## src/hw/rtl/rmtg_pkg.sv

```systemverilog
// Package for the melody tone generator: beat types, note field positions and the tone table.
// Used by rmtg_store and rom_melody_tone_generator; depends on nothing else.
`timescale 1ns / 1ps

package rmtg_pkg;

    localparam int STORE_DEPTH_DEFAULT = 256;
    localparam int ADDR_W              = 8;
    localparam int NOTE_W              = 6;
    localparam int DIV_W               = 15;
    localparam int DUTY_W              = 8;
    localparam int STEP_W              = 5;
    localparam int PHASE_W             = 2;
    localparam int PITCH_W             = 4;
    localparam int LIMIT_W             = 4;
    localparam int PERIOD_W            = LIMIT_W + 1;
    localparam int STEP_TICK_BITS      = 7;

    localparam int OCTAVE_BIT          = 4;
    localparam int LONG_STEP_BIT       = 5;

    localparam logic [PITCH_W-1:0] PITCH_END   = 4'd1;
    localparam logic [PITCH_W-1:0] PITCH_LO    = 4'd2;
    localparam logic [PITCH_W-1:0] PITCH_HI    = 4'd13;

    localparam logic [STEP_W-1:0]  STEP_MASK_SHORT = 5'h0f;
    localparam logic [STEP_W-1:0]  STEP_MASK_LONG  = 5'h1f;

    typedef enum logic
    {
        CMD_TICK = 1'b0,
        CMD_LOAD = 1'b1
    } cmd_t;

    typedef struct packed
    {
        cmd_t                cmd;
        logic                melody_enable;
        logic [ADDR_W-1:0]   load_address;
        logic [NOTE_W-1:0]   load_data;
    } item_t;

    typedef struct packed
    {
        logic tone_out;
        logic melody_done;
        logic one_second;
    } result_t;

    // Phase length per duty phase (upper two index bits) and pitch (lower four).
    localparam logic [LIMIT_W-1:0] TONE_TABLE [64] = '{
        4'd0, 4'd0, 4'd7, 4'd8, 4'd8, 4'd9, 4'd9, 4'd10,
        4'd11, 4'd11, 4'd12, 4'd13, 4'd14, 4'd14, 4'd0, 4'd0,
        4'd0, 4'd0, 4'd8, 4'd8, 4'd9, 4'd9, 4'd10, 4'd11,
        4'd11, 4'd12, 4'd13, 4'd13, 4'd14, 4'd15, 4'd0, 4'd0,
        4'd0, 4'd0, 4'd8, 4'd8, 4'd9, 4'd9, 4'd10, 4'd10,
        4'd11, 4'd12, 4'd12, 4'd13, 4'd14, 4'd15, 4'd0, 4'd0,
        4'd0, 4'd0, 4'd8, 4'd9, 4'd9, 4'd10, 4'd10, 4'd11,
        4'd11, 4'd12, 4'd13, 4'd14, 4'd14, 4'd15, 4'd0, 4'd0
    };

endpackage

```

## src/hw/rtl/rmtg_store.sv

```systemverilog
// Melody store: one write port, one registered read port with write-through on an address match.
// Depends on rmtg_pkg for the note width.
`timescale 1ns / 1ps

module rmtg_store #(
    parameter int DEPTH = rmtg_pkg::STORE_DEPTH_DEFAULT,
    parameter int AW    = 8
) (
    input  logic                          clk,
    input  logic                          wr_en,
    input  logic [AW-1:0]                 wr_addr,
    input  logic [rmtg_pkg::NOTE_W-1:0]   wr_data,
    input  logic [AW-1:0]                 rd_addr,
    output logic [rmtg_pkg::NOTE_W-1:0]   rd_data
);

    logic [rmtg_pkg::NOTE_W-1:0] mem [DEPTH];
    logic [rmtg_pkg::NOTE_W-1:0] rd_data_reg;

    always_ff @(posedge clk)
    begin
        if (wr_en)
        begin
            mem[wr_addr] <= wr_data;
        end
        // pass fresh write data through when it lands on the entry being read
        if (wr_en && (wr_addr == rd_addr))
        begin
            rd_data_reg <= wr_data;
        end
        else
        begin
            rd_data_reg <= mem[rd_addr];
        end
    end

    assign rd_data = rd_data_reg;

endmodule

```

## src/hw/rtl/rom_melody_tone_generator.sv

```systemverilog
// Top level of the melody tone generator: input register, note/tone logic, result register.
// Depends on rmtg_pkg and rmtg_store.
`timescale 1ns / 1ps

// Usage
//   item channel: item_valid / item_stall / item (rmtg_pkg::item_t). A beat with
//     cmd = CMD_LOAD writes load_data into the melody store at load_address;
//     a beat with cmd = CMD_TICK is one divider tick that plays the current note.
//   result channel: result_valid / result_stall / result (rmtg_pkg::result_t).
//     Every item beat yields exactly one result beat, in order.
// Pipeline and throughput
//   One item per cycle sustained while result_stall stays low. A result beat is
//   offered once its item beat has passed through the input register and then
//   the result register. The rate is set by the melody store read port, which
//   is re-addressed every cycle with the note address that the previous tick leaves behind.
// Reset
//   rst_n clears the divider, duty state, step counter, note address, the done
//   flag and both valid bits. Store contents stay undefined until loaded.
// Backpressure
//   While result_stall holds, the result register holds its beat; the input
//   register then fills, and item_stall rises until the result is taken.

module rom_melody_tone_generator #(
    parameter int STORE_DEPTH = rmtg_pkg::STORE_DEPTH_DEFAULT
) (
    input  logic               clk,
    input  logic               rst_n,
    input  logic               item_valid,
    output logic               item_stall,
    input  rmtg_pkg::item_t    item,
    output logic               result_valid,
    input  logic               result_stall,
    output rmtg_pkg::result_t  result
);

    localparam int AW = (STORE_DEPTH > 1) ? $clog2(STORE_DEPTH) : 1;
    localparam int ADDR_SPAN = 1 << rmtg_pkg::ADDR_W;

    // input stage
    logic                              s0_valid_reg;
    rmtg_pkg::item_t                   s0_item_reg;
    logic                              s0_advance;
    logic                              item_accept;

    // result stage
    logic                              result_valid_reg;
    rmtg_pkg::result_t                 result_reg;
    rmtg_pkg::result_t                 result_next;

    // tone state
    logic [rmtg_pkg::DIV_W-1:0]        divider_reg;
    logic [rmtg_pkg::DIV_W-1:0]        divider_next;
    logic [rmtg_pkg::DUTY_W-1:0]       duty_counter_reg;
    logic [rmtg_pkg::DUTY_W-1:0]       duty_counter_next;
    logic [rmtg_pkg::PHASE_W-1:0]      duty_phase_reg;
    logic [rmtg_pkg::PHASE_W-1:0]      duty_phase_next;
    logic [rmtg_pkg::STEP_W-1:0]       step_counter_reg;
    logic [rmtg_pkg::STEP_W-1:0]       step_counter_next;
    logic [rmtg_pkg::ADDR_W-1:0]       note_address_reg;
    logic [rmtg_pkg::ADDR_W-1:0]       note_address_next;
    logic                              done_flag_reg;
    logic                              done_flag_next;

    // note decode
    logic [rmtg_pkg::NOTE_W-1:0]       note;
    logic [rmtg_pkg::PITCH_W-1:0]      pitch;
    logic [rmtg_pkg::LIMIT_W-1:0]      limit;
    logic [rmtg_pkg::PERIOD_W-1:0]     period;
    logic [rmtg_pkg::DUTY_W-1:0]       duty_inc;
    logic [rmtg_pkg::STEP_W-1:0]       step_mask;
    logic [rmtg_pkg::STEP_W-1:0]       step_inc;

    // store access
    logic                              wr_en;
    logic [AW-1:0]                     wr_index;
    logic [AW-1:0]                     rd_index;
    logic [AW-1:0]                     mod_lut [ADDR_SPAN];

    // ------------------------------------------------------------------
    // Handshake: the input register advances whenever the result register
    // is empty or being drained.
    // ------------------------------------------------------------------
    assign s0_advance  = s0_valid_reg && (!result_valid_reg || !result_stall);
    assign item_stall  = s0_valid_reg && !s0_advance;
    assign item_accept = item_valid && !item_stall;

    always_ff @(posedge clk or negedge rst_n)
    begin
        if (!rst_n)
        begin
            s0_valid_reg <= 1'b0;
        end
        else if (item_accept)
        begin
            s0_valid_reg <= 1'b1;
        end
        else if (s0_advance)
        begin
            s0_valid_reg <= 1'b0;
        end
    end

    always_ff @(posedge clk)
    begin
        if (item_accept)
        begin
            s0_item_reg <= item;
        end
    end

    // ------------------------------------------------------------------
    // Store addressing: byte address modulo the store depth, from a table
    // fixed at elaboration.
    // ------------------------------------------------------------------
    for (genvar g = 0; g < ADDR_SPAN; g++)
    begin : g_mod_lut
        assign mod_lut[g] = AW'(g % STORE_DEPTH);
    end

    assign wr_index = mod_lut[s0_item_reg.load_address];
    // read the entry the next tick will play
    assign rd_index = mod_lut[note_address_next];

    rmtg_store #(
        .DEPTH (STORE_DEPTH),
        .AW    (AW)
    ) u_store (
        .clk     (clk),
        .wr_en   (wr_en),
        .wr_addr (wr_index),
        .wr_data (s0_item_reg.load_data),
        .rd_addr (rd_index),
        .rd_data (note)
    );

    // ------------------------------------------------------------------
    // Note and tone logic for the beat in the input register.
    // ------------------------------------------------------------------
    assign pitch    = note[rmtg_pkg::PITCH_W-1:0];
    assign limit    = rmtg_pkg::TONE_TABLE[{duty_phase_reg, pitch}];
    // low octave doubles the phase length
    assign period   = note[rmtg_pkg::OCTAVE_BIT] ? {1'b0, limit} : {limit, 1'b0};
    assign duty_inc = duty_counter_reg + 8'd1;
    assign step_mask = note[rmtg_pkg::LONG_STEP_BIT] ? rmtg_pkg::STEP_MASK_LONG
                                                     : rmtg_pkg::STEP_MASK_SHORT;
    assign step_inc = (step_counter_reg + 5'd1) & step_mask;

    always_comb
    begin
        divider_next      = divider_reg;
        duty_counter_next = duty_counter_reg;
        duty_phase_next   = duty_phase_reg;
        step_counter_next = step_counter_reg;
        note_address_next = note_address_reg;
        done_flag_next    = done_flag_reg;
        wr_en             = 1'b0;
        result_next.tone_out   = 1'b0;
        result_next.one_second = 1'b0;

        if (s0_advance)
        begin
            case (s0_item_reg.cmd)
                rmtg_pkg::CMD_LOAD:
                begin
                    wr_en = 1'b1;
                end
                rmtg_pkg::CMD_TICK:
                begin
                    divider_next = divider_reg + 15'd1;
                    result_next.one_second = (divider_next == '0);

                    if (pitch inside {[rmtg_pkg::PITCH_LO:rmtg_pkg::PITCH_HI]})
                    begin
                        result_next.tone_out = duty_phase_reg[0] & s0_item_reg.melody_enable;
                        duty_counter_next = duty_inc;
                        if (duty_inc >= {3'b000, period})
                        begin
                            duty_counter_next = '0;
                            duty_phase_next   = duty_phase_reg + 2'd1;
                        end
                    end
                    else if (pitch == rmtg_pkg::PITCH_END)
                    begin
                        done_flag_next = 1'b1;
                    end

                    // step once every 128 ticks; move to the next note on wrap
                    if (divider_next[rmtg_pkg::STEP_TICK_BITS-1:0] == '0)
                    begin
                        step_counter_next = step_inc;
                        if (step_inc == '0)
                        begin
                            note_address_next = note_address_reg + 8'd1;
                        end
                    end
                end
                default:
                begin
                    wr_en = 1'b0;
                end
            endcase
        end

        result_next.melody_done = done_flag_next;
    end

    always_ff @(posedge clk or negedge rst_n)
    begin
        if (!rst_n)
        begin
            divider_reg      <= '0;
            duty_counter_reg <= '0;
            duty_phase_reg   <= '0;
            step_counter_reg <= '0;
            note_address_reg <= '0;
            done_flag_reg    <= 1'b0;
        end
        else
        begin
            divider_reg      <= divider_next;
            duty_counter_reg <= duty_counter_next;
            duty_phase_reg   <= duty_phase_next;
            step_counter_reg <= step_counter_next;
            note_address_reg <= note_address_next;
            done_flag_reg    <= done_flag_next;
        end
    end

    // ------------------------------------------------------------------
    // Result register: load on advance, drop the beat once taken.
    // ------------------------------------------------------------------
    always_ff @(posedge clk or negedge rst_n)
    begin
        if (!rst_n)
        begin
            result_valid_reg <= 1'b0;
        end
        else if (s0_advance)
        begin
            result_valid_reg <= 1'b1;
        end
        else if (!result_stall)
        begin
            result_valid_reg <= 1'b0;
        end
    end

    always_ff @(posedge clk)
    begin
        if (s0_advance)
        begin
            result_reg <= result_next;
        end
    end

    assign result_valid = result_valid_reg;
    assign result       = result_reg;

`ifndef NO_ASSERTIONS
    a_stall_needs_full: assert property (@(posedge clk) disable iff (!rst_n)
        item_stall |-> (s0_valid_reg && result_valid_reg))
        else $error("input stalled without a held result");

    a_load_is_silent: assert property (@(posedge clk) disable iff (!rst_n)
        (s0_advance && (s0_item_reg.cmd == rmtg_pkg::CMD_LOAD))
        |=> (!result_reg.tone_out && !result_reg.one_second))
        else $error("load beat produced tone or one-second pulse");

    a_done_sticky: assert property (@(posedge clk) disable iff (!rst_n)
        done_flag_reg |=> done_flag_reg)
        else $error("done flag cleared");

    a_phase_restarts_count: assert property (@(posedge clk) disable iff (!rst_n)
        (duty_phase_reg != duty_phase_next) |=> (duty_counter_reg == '0))
        else $error("duty phase moved without restarting its count");

    a_note_moves_on_step: assert property (@(posedge clk) disable iff (!rst_n)
        (note_address_reg != note_address_next)
        |-> (divider_next[rmtg_pkg::STEP_TICK_BITS-1:0] == '0 && step_counter_next == '0))
        else $error("note address moved off a step boundary");
`endif

endmodule
```

## config.mk

```make
export PLATFORM = sky130hd
export DESIGN_NAME = rom_melody_tone_generator
export DESIGN_NICKNAME = d
export VERILOG_FILES = /design/src/hw/rtl/rmtg_pkg.sv /design/src/hw/rtl/rmtg_store.sv /design/src/hw/rtl/rom_melody_tone_generator.sv
export SDC_FILE = /design/constraint.sdc
export NUM_CORES = 1
export LEC_CHECK = 0
export ABC_AREA = 1
export BUFFER_PORTS_ARGS = -buffer_cell sky130_fd_sc_hd__clkbuf_2
export CORE_MARGIN = 4
export CORE_UTILIZATION = 30
export DETAILED_ROUTE_END_ITERATION = 8
export GPL_TIMING_DRIVEN = 0
export PLACE_DENSITY = 0.56
export SKIP_LAST_GASP = 1
export SLEW_MARGIN = 0
export SYNTH_ARGS = -nofsm -noshare
export SYNTH_HDL_FRONTEND = slang
export SYNTH_HIERARCHICAL = 1
export SYNTH_SLANG_ARGS = --single-unit
export TNS_END_PERCENT = 1
```

## constraint.sdc

```tcl
create_clock -name clk -period 4.2 [get_ports clk]
set_input_delay 0.84 -clock clk [delete_from_list [all_inputs] [get_ports clk]]
set_output_delay 0.84 -clock clk [all_outputs]
set_load 0.02 [all_outputs]
```

### Word level (Yosys, flattened, before mapping)

Memory sizes are Yosys's and may differ from the RTL's. A register that Yosys moved wholly into a read port is not among the register bits.
Cells that the tools add are included.

* magnitude comparators: 6
* add/sub/neg operators: 5
* bitwise gates (word level): 7
* reductions and logical operators: 18
* equality and inequality tests: 2
* mux-type cells: 25

Operators by type and width (number)
* 2-to-1 mux 8 bit: 9
* >= comparator 9 bit (second input constant): 2
* NOT 8 -> 9 bit: 2
* adder 8 x 1 -> 8 bit (second input constant): 2
* adder 15 x 1 -> 15 bit (second input constant): 1
* logical NOT 15 bit: 1
* 2-to-1 mux 1 bit: 12
* 2-to-1 mux 5 bit: 2
* >= comparator 8 x 5 -> 1 bit: 1
* 2-to-1 mux 4 bit: 2
* >= comparator 7 bit (second input constant): 1
* logical NOT 7 bit: 1
* NOT 6 -> 7 bit: 1
* AND reduction 3 bit: 2
* adder 5 x 1 -> 5 bit (second input constant): 1
* bitwise AND 5 bit: 1
* logical NOT 5 bit: 1
* == test 4 x 1 -> 1 bit (second input constant): 1
* >= comparator 4 x 2 -> 1 bit (second input constant): 1
* less-or-equal comparator 4 bit (second input constant): 1
* logical AND 1 bit: 4
* logical NOT 1 bit: 4
* AND reduction 4 bit: 1
* adder 2 x 1 -> 2 bit (second input constant): 1
* other kinds (7): 8

* bits in read-only memories: 4352
* memories: 4
* logic and storage cells: 82
* register bits: 60
* RAM bits: 1536

Memory list
* (no name shown): words 256, width 8, read ports 1, clocked after Yosys merged registers in 0, wr ports 0, line rom_melody_tone_generator.sv:122 `assign rd_index = mod_lut[note_address_next];`
* (no name shown): words 256, width 8, read ports 1, clocked after Yosys merged registers in 0, wr ports 0, line rom_melody_tone_generator.sv:120 `assign wr_index = mod_lut[s0_item_reg.load_address];`
* u_store.mem: words 256, width 6, read ports 1, clocked after Yosys merged registers in 1, wr ports 1, line rmtg_store.sv:17 `logic [rmtg_pkg::NOTE_W-1:0] mem [DEPTH];`
* (no name shown): words 64, width 4, read ports 1, clocked after Yosys merged registers in 0, wr ports 0, line rom_melody_tone_generator.sv:140 `assign limit = rmtg_pkg::TONE_TABLE[{duty_phase_reg, pitch}];`

### Depth between registers and ports, before layout

* word-level depth: 11
* depth in mapped cells: 38
* mapped depth without buffers: 34

### Hierarchy

The synthesis kept the hierarchy.

By module, submodules not included
* rmtg_store: sequential area each 46284.4 sq um, cells an instance 5388, times used 1, area each 63191.9 sq um
* rom_melody_tone_generator: sequential area each 1596.5 sq um, cells an instance 425, times used 1, area each 3579.7 sq um

### Least setup slack after synthesis

No wires, ideal clock.

* kind: reg-to-reg
* start point: register s0_item_reg[0] (netlist name)
* end point: memory u_store/mem[0][0] (netlist name) (data pin)
* arrival time: 3.228 ns
* setup time: 0.817 ns
* path slack: 0.154 ns
* data required time: 3.383 ns
* cell stages (with the launch flop): 1
* cells stage by stage: edfxtp_1

RTL lines
* start: declaration: line rom_melody_tone_generator.sv:41 `rmtg_pkg::item_t s0_item_reg;`
* start signal: assignment: line rom_melody_tone_generator.sv:107 `s0_item_reg <= item;`
* end: declaration: line rmtg_store.sv:17

Straight into the memory's write port.

==> results.sh <==
export IMPL_cts_htree_levels=4
export IMPL_finalCriticalPeriod_ns=4.517
export IMPL_cts_buffer_depth=3
export IMPL_switchingPower_w=0.007204
export IMPL_start_util=0.3027
export IMPL_fp_dieArea_um2=230200
export IMPL_p_sw_frac=0.2155
export IMPL_drt_first_pass_iters=6
export IMPL_worstMarginPinSlew_ns=1.543
export IMPL_async_flop_share=0.02556
export IMPL_dieWidth_um=479.8
export IMPL_viasPerCell=5.219
export IMPL_wl_per_cell_um=25.54
export IMPL_cts_hold_buffers=0
export IMPL_gp_congestion=0.9170
export IMPL_fmax_mhz=221.4
export IMPL_overflow=0
export IMPL_fp_dieH_um=479.8
export IMPL_path_class="reg -> reg"
export IMPL_grt_total_usage=0.1968
export IMPL_holdPathStages=1
export IMPL_grt_pass1_vias=44730
export IMPL_drtIter0Drc=6582
export IMPL_port_buffers=24
export IMPL_period_share=1.076
export IMPL_synthFlopType="edfxtp_1"
export IMPL_setup_viol=70
export IMPL_largest_reg_flops=1536
export IMPL_status="finished, violations left"
export IMPL_pwr_share_seq=0.533
export IMPL_hold_violations=0
export IMPL_nets=6143
export IMPL_path_clk_slew_ns=0.06
export IMPL_syn_nets=5854
export IMPL_ys_ff_latch=1604
export IMPL_crit_path_end_kind="flop"
export IMPL_drc=0
export IMPL_area_growth_pct=20.04
export IMPL_max_cap_violations=2
export IMPL_fin_cells=9187
export IMPL_numCtsBuffers=165
export IMPL_holdWs_ns=0.1958
export IMPL_wl_um=234700
export IMPL_slowest_delay_ns=0.68
export IMPL_dp_hpwl_um=166100
export IMPL_rows=172
export IMPL_cp_num_buf_inv=4
export IMPL_cts_root_buf="clkbuf_16"
export IMPL_tritoncts="built"
export IMPL_core_um2=220600
export IMPL_synth_seq_area_share=0.7171
export IMPL_power_internal_w=0.02623
export IMPL_irDropWorstVdd_uv=334.8
export IMPL_clock_skew_final_ns=0.04851
export IMPL_post_place_cells=8872
export IMPL_nFillCells=21330
export IMPL_final_max_slew_viol_count=22
export IMPL_relSlewSlack=-0.02841
export IMPL_rr_worst_depth=28
export IMPL_antenna_left=0
export IMPL_clkPwrFrac=0.429
export IMPL_synth_avg_cell_area_um2=11.49
export IMPL_cp_max_fo=10
export IMPL_p_per_area_nw_per_um2=417.1
export IMPL_grt_max_degree=42
export IMPL_worstPathArrival_ns=5.20
export IMPL_clock_latency_ns=0.83
export IMPL_crit_top_cell="nand2_1"
export IMPL_start_kind="flop"
export IMPL_power_leakage_nw=28.30
export IMPL_yosys_warnings=6
export IMPL_holdCritPathClass="in -> reg"
export IMPL_synth_distinct_cells=43
export IMPL_crit_required_ns=4.89
export IMPL_layout_setup_ws_ns=-0.3173
export IMPL_grt_pass1_wl_um=325700
export IMPL_rsz0062_at_grt="true"
export IMPL_final_cell_mix="1777 x nand2_1, 1555 x edfxtp_1, 1377 x nand3_1, 314 x nor2_1, 174 x clkbuf_16"
export IMPL_final_common_cell="nand2_1"
export IMPL_synthCells=5813
export IMPL_clock_sinks=1604
export IMPL_synth_edf_count=1555
export IMPL_vias=47940
export IMPL_slowest_stage="clkbuf_1"
export IMPL_antenna_found_initial=9
export IMPL_drive_gt1_frac=0.1373
export IMPL_crit_family="simple AND/OR/NAND/NOR gates"
export IMPL_comb_power_share=0.039
export IMPL_ioPinCount=25
export IMPL_syn_cell_area_um2=66770
export IMPL_worst_path_stages=28
export IMPL_violations="capacitance limit, slew limit, setup timing"
## Yosys cell counts, types with 3 or more instances
cell,n,share of area
dfrtp_1,41,0.015
xnor2_1,4,0.00052
nor2_4,4,0.00067
nand2_1,1793,0.10
buf_1,24,0.0013
nand3_1,1504,0.11
nor3_1,8,0.00060
inv_1,92,0.0052
a21oi_1,5,0.00037
clkbuf_1,107,0.0060
ha_1,21,0.0039
nand3_2,3,0.00045
nor2_1,315,0.018
dfxtp_1,8,0.0024
edfxtp_1,1555,0.70
buf_6,22,0.0037
xor2_1,10,0.0013
o21ai_0,27,0.0020
nor2_2,3,0.00028
nand4_1,8,0.00075
o211ai_1,5,0.00056
inv_2,4,0.00022
nand2_2,4,0.00037
buf_2,147,0.011
buf_4,76,0.0085
## repair_timing
action,4_1_cts,5_1_grt
buffers inserted,8,4
gates resized for setup,343,230
setup endpoints to repair,40,54
gates cloned,3,7
pin swaps,14,36
## routing by layer
layer / global-route usage / vias to the layer above / part of all wire
li1: - / 21030 / -
met1: 0.2622 / 23730 / 0.39
met2: 0.3048 / 2692 / 0.45
met3: 0.03641 / 487 / 0.11
met4: 0.1057 / 4 / 0.059
met5: 0 / - / 0.00011
## power groups by stage
stage / clock [W] / combinational, W / sequential, W
2_1_floorplan: 0 / 0.000431 / 0.0183
3_3_place_gp: 0 / 0.000617 / 0.0187
3_5_place_dp: 0 / 0.00127 / 0.0181
4_1_cts: 0.0145 / 0.00129 / 0.0178
5_1_grt: 0.0152 / 0.00140 / 0.0178
6_report: 0.0143 / 0.00129 / 0.0178
## layout make-up
cell class / count / area (um^2) / share of cell area
flip-flops and latches: 1604 / 47880 / 0.5974
multi-input cells: 3735 / 17350 / 0.2164
clock buffers: 205 / 4332 / 0.05404
well taps: 2958 / 3701 / 0.04617
plain buffers: 376 / 3134 / 0.03910
repair buffers: 123 / 2522 / 0.03147
clock inverters: 88 / 855.8 / 0.01068
inverters: 97 / 380.4 / 0.004745
diodes: 1 / 2.502 / 0.00003122
## worst paths after layout
path / start / endpoint / slack [ns]
min in group asynchronous: rst_n / s0_valid_reg / 0.24
min reg2reg: done_flag_reg / done_flag_reg / 0.49
max: flop / duty_phase_reg[1] / -0.32
max reg2reg: flop / duty_phase_reg[1] / -0.32
max in group asynchronous: rst_n / note_address_reg[1] / 3.27
min: item[12] / s0_item_reg[12] / 0.20
## per-stage QoR
| step | power, W | cell area, um^2 | util | setup slack, ns | TNS (ns) |
|---|---|---|---|---|---|
| after floorplan | 0.01876 | 66770 | - | 0.1543 | 0 |
| after global placement | 0.01929 | 70590 | 0.3200 | -5.173 | -7956.34 |
| after detailed placement | 0.01942 | 72640 | 0.3293 | -2.168 | -171.40 |
| after CTS | 0.03365 | 79020 | 0.3582 | -0.3495 | -2.742 |
| after global routing | 0.03439 | 80150 | 0.3634 | -0.5694 | -6.472 |
| final | 0.03343 | 80150 | 0.3634 | -0.3173 | -6.334 |
## cell families (layout without fill, tap and decap cells)
| family | count (synthesis) | after routing | synth area share |
|---|---|---|---|
| adders and majority gates | 21 | 21 | 0.003935 |
| buffers and inverters | 474 | 889 | 0.03632 |
| other | 0 | 1 | 0 |
| xor gates and xnor gates | 15 | 15 | 0.002080 |
| AOI/OAI and AO/OA | 46 | 46 | 0.004085 |
| DFF | 1604 | 1604 | 0.7171 |
| and+or+nand+nor | 3653 | 3653 | 0.2365 |
Power figures use the tool's default switching activity.
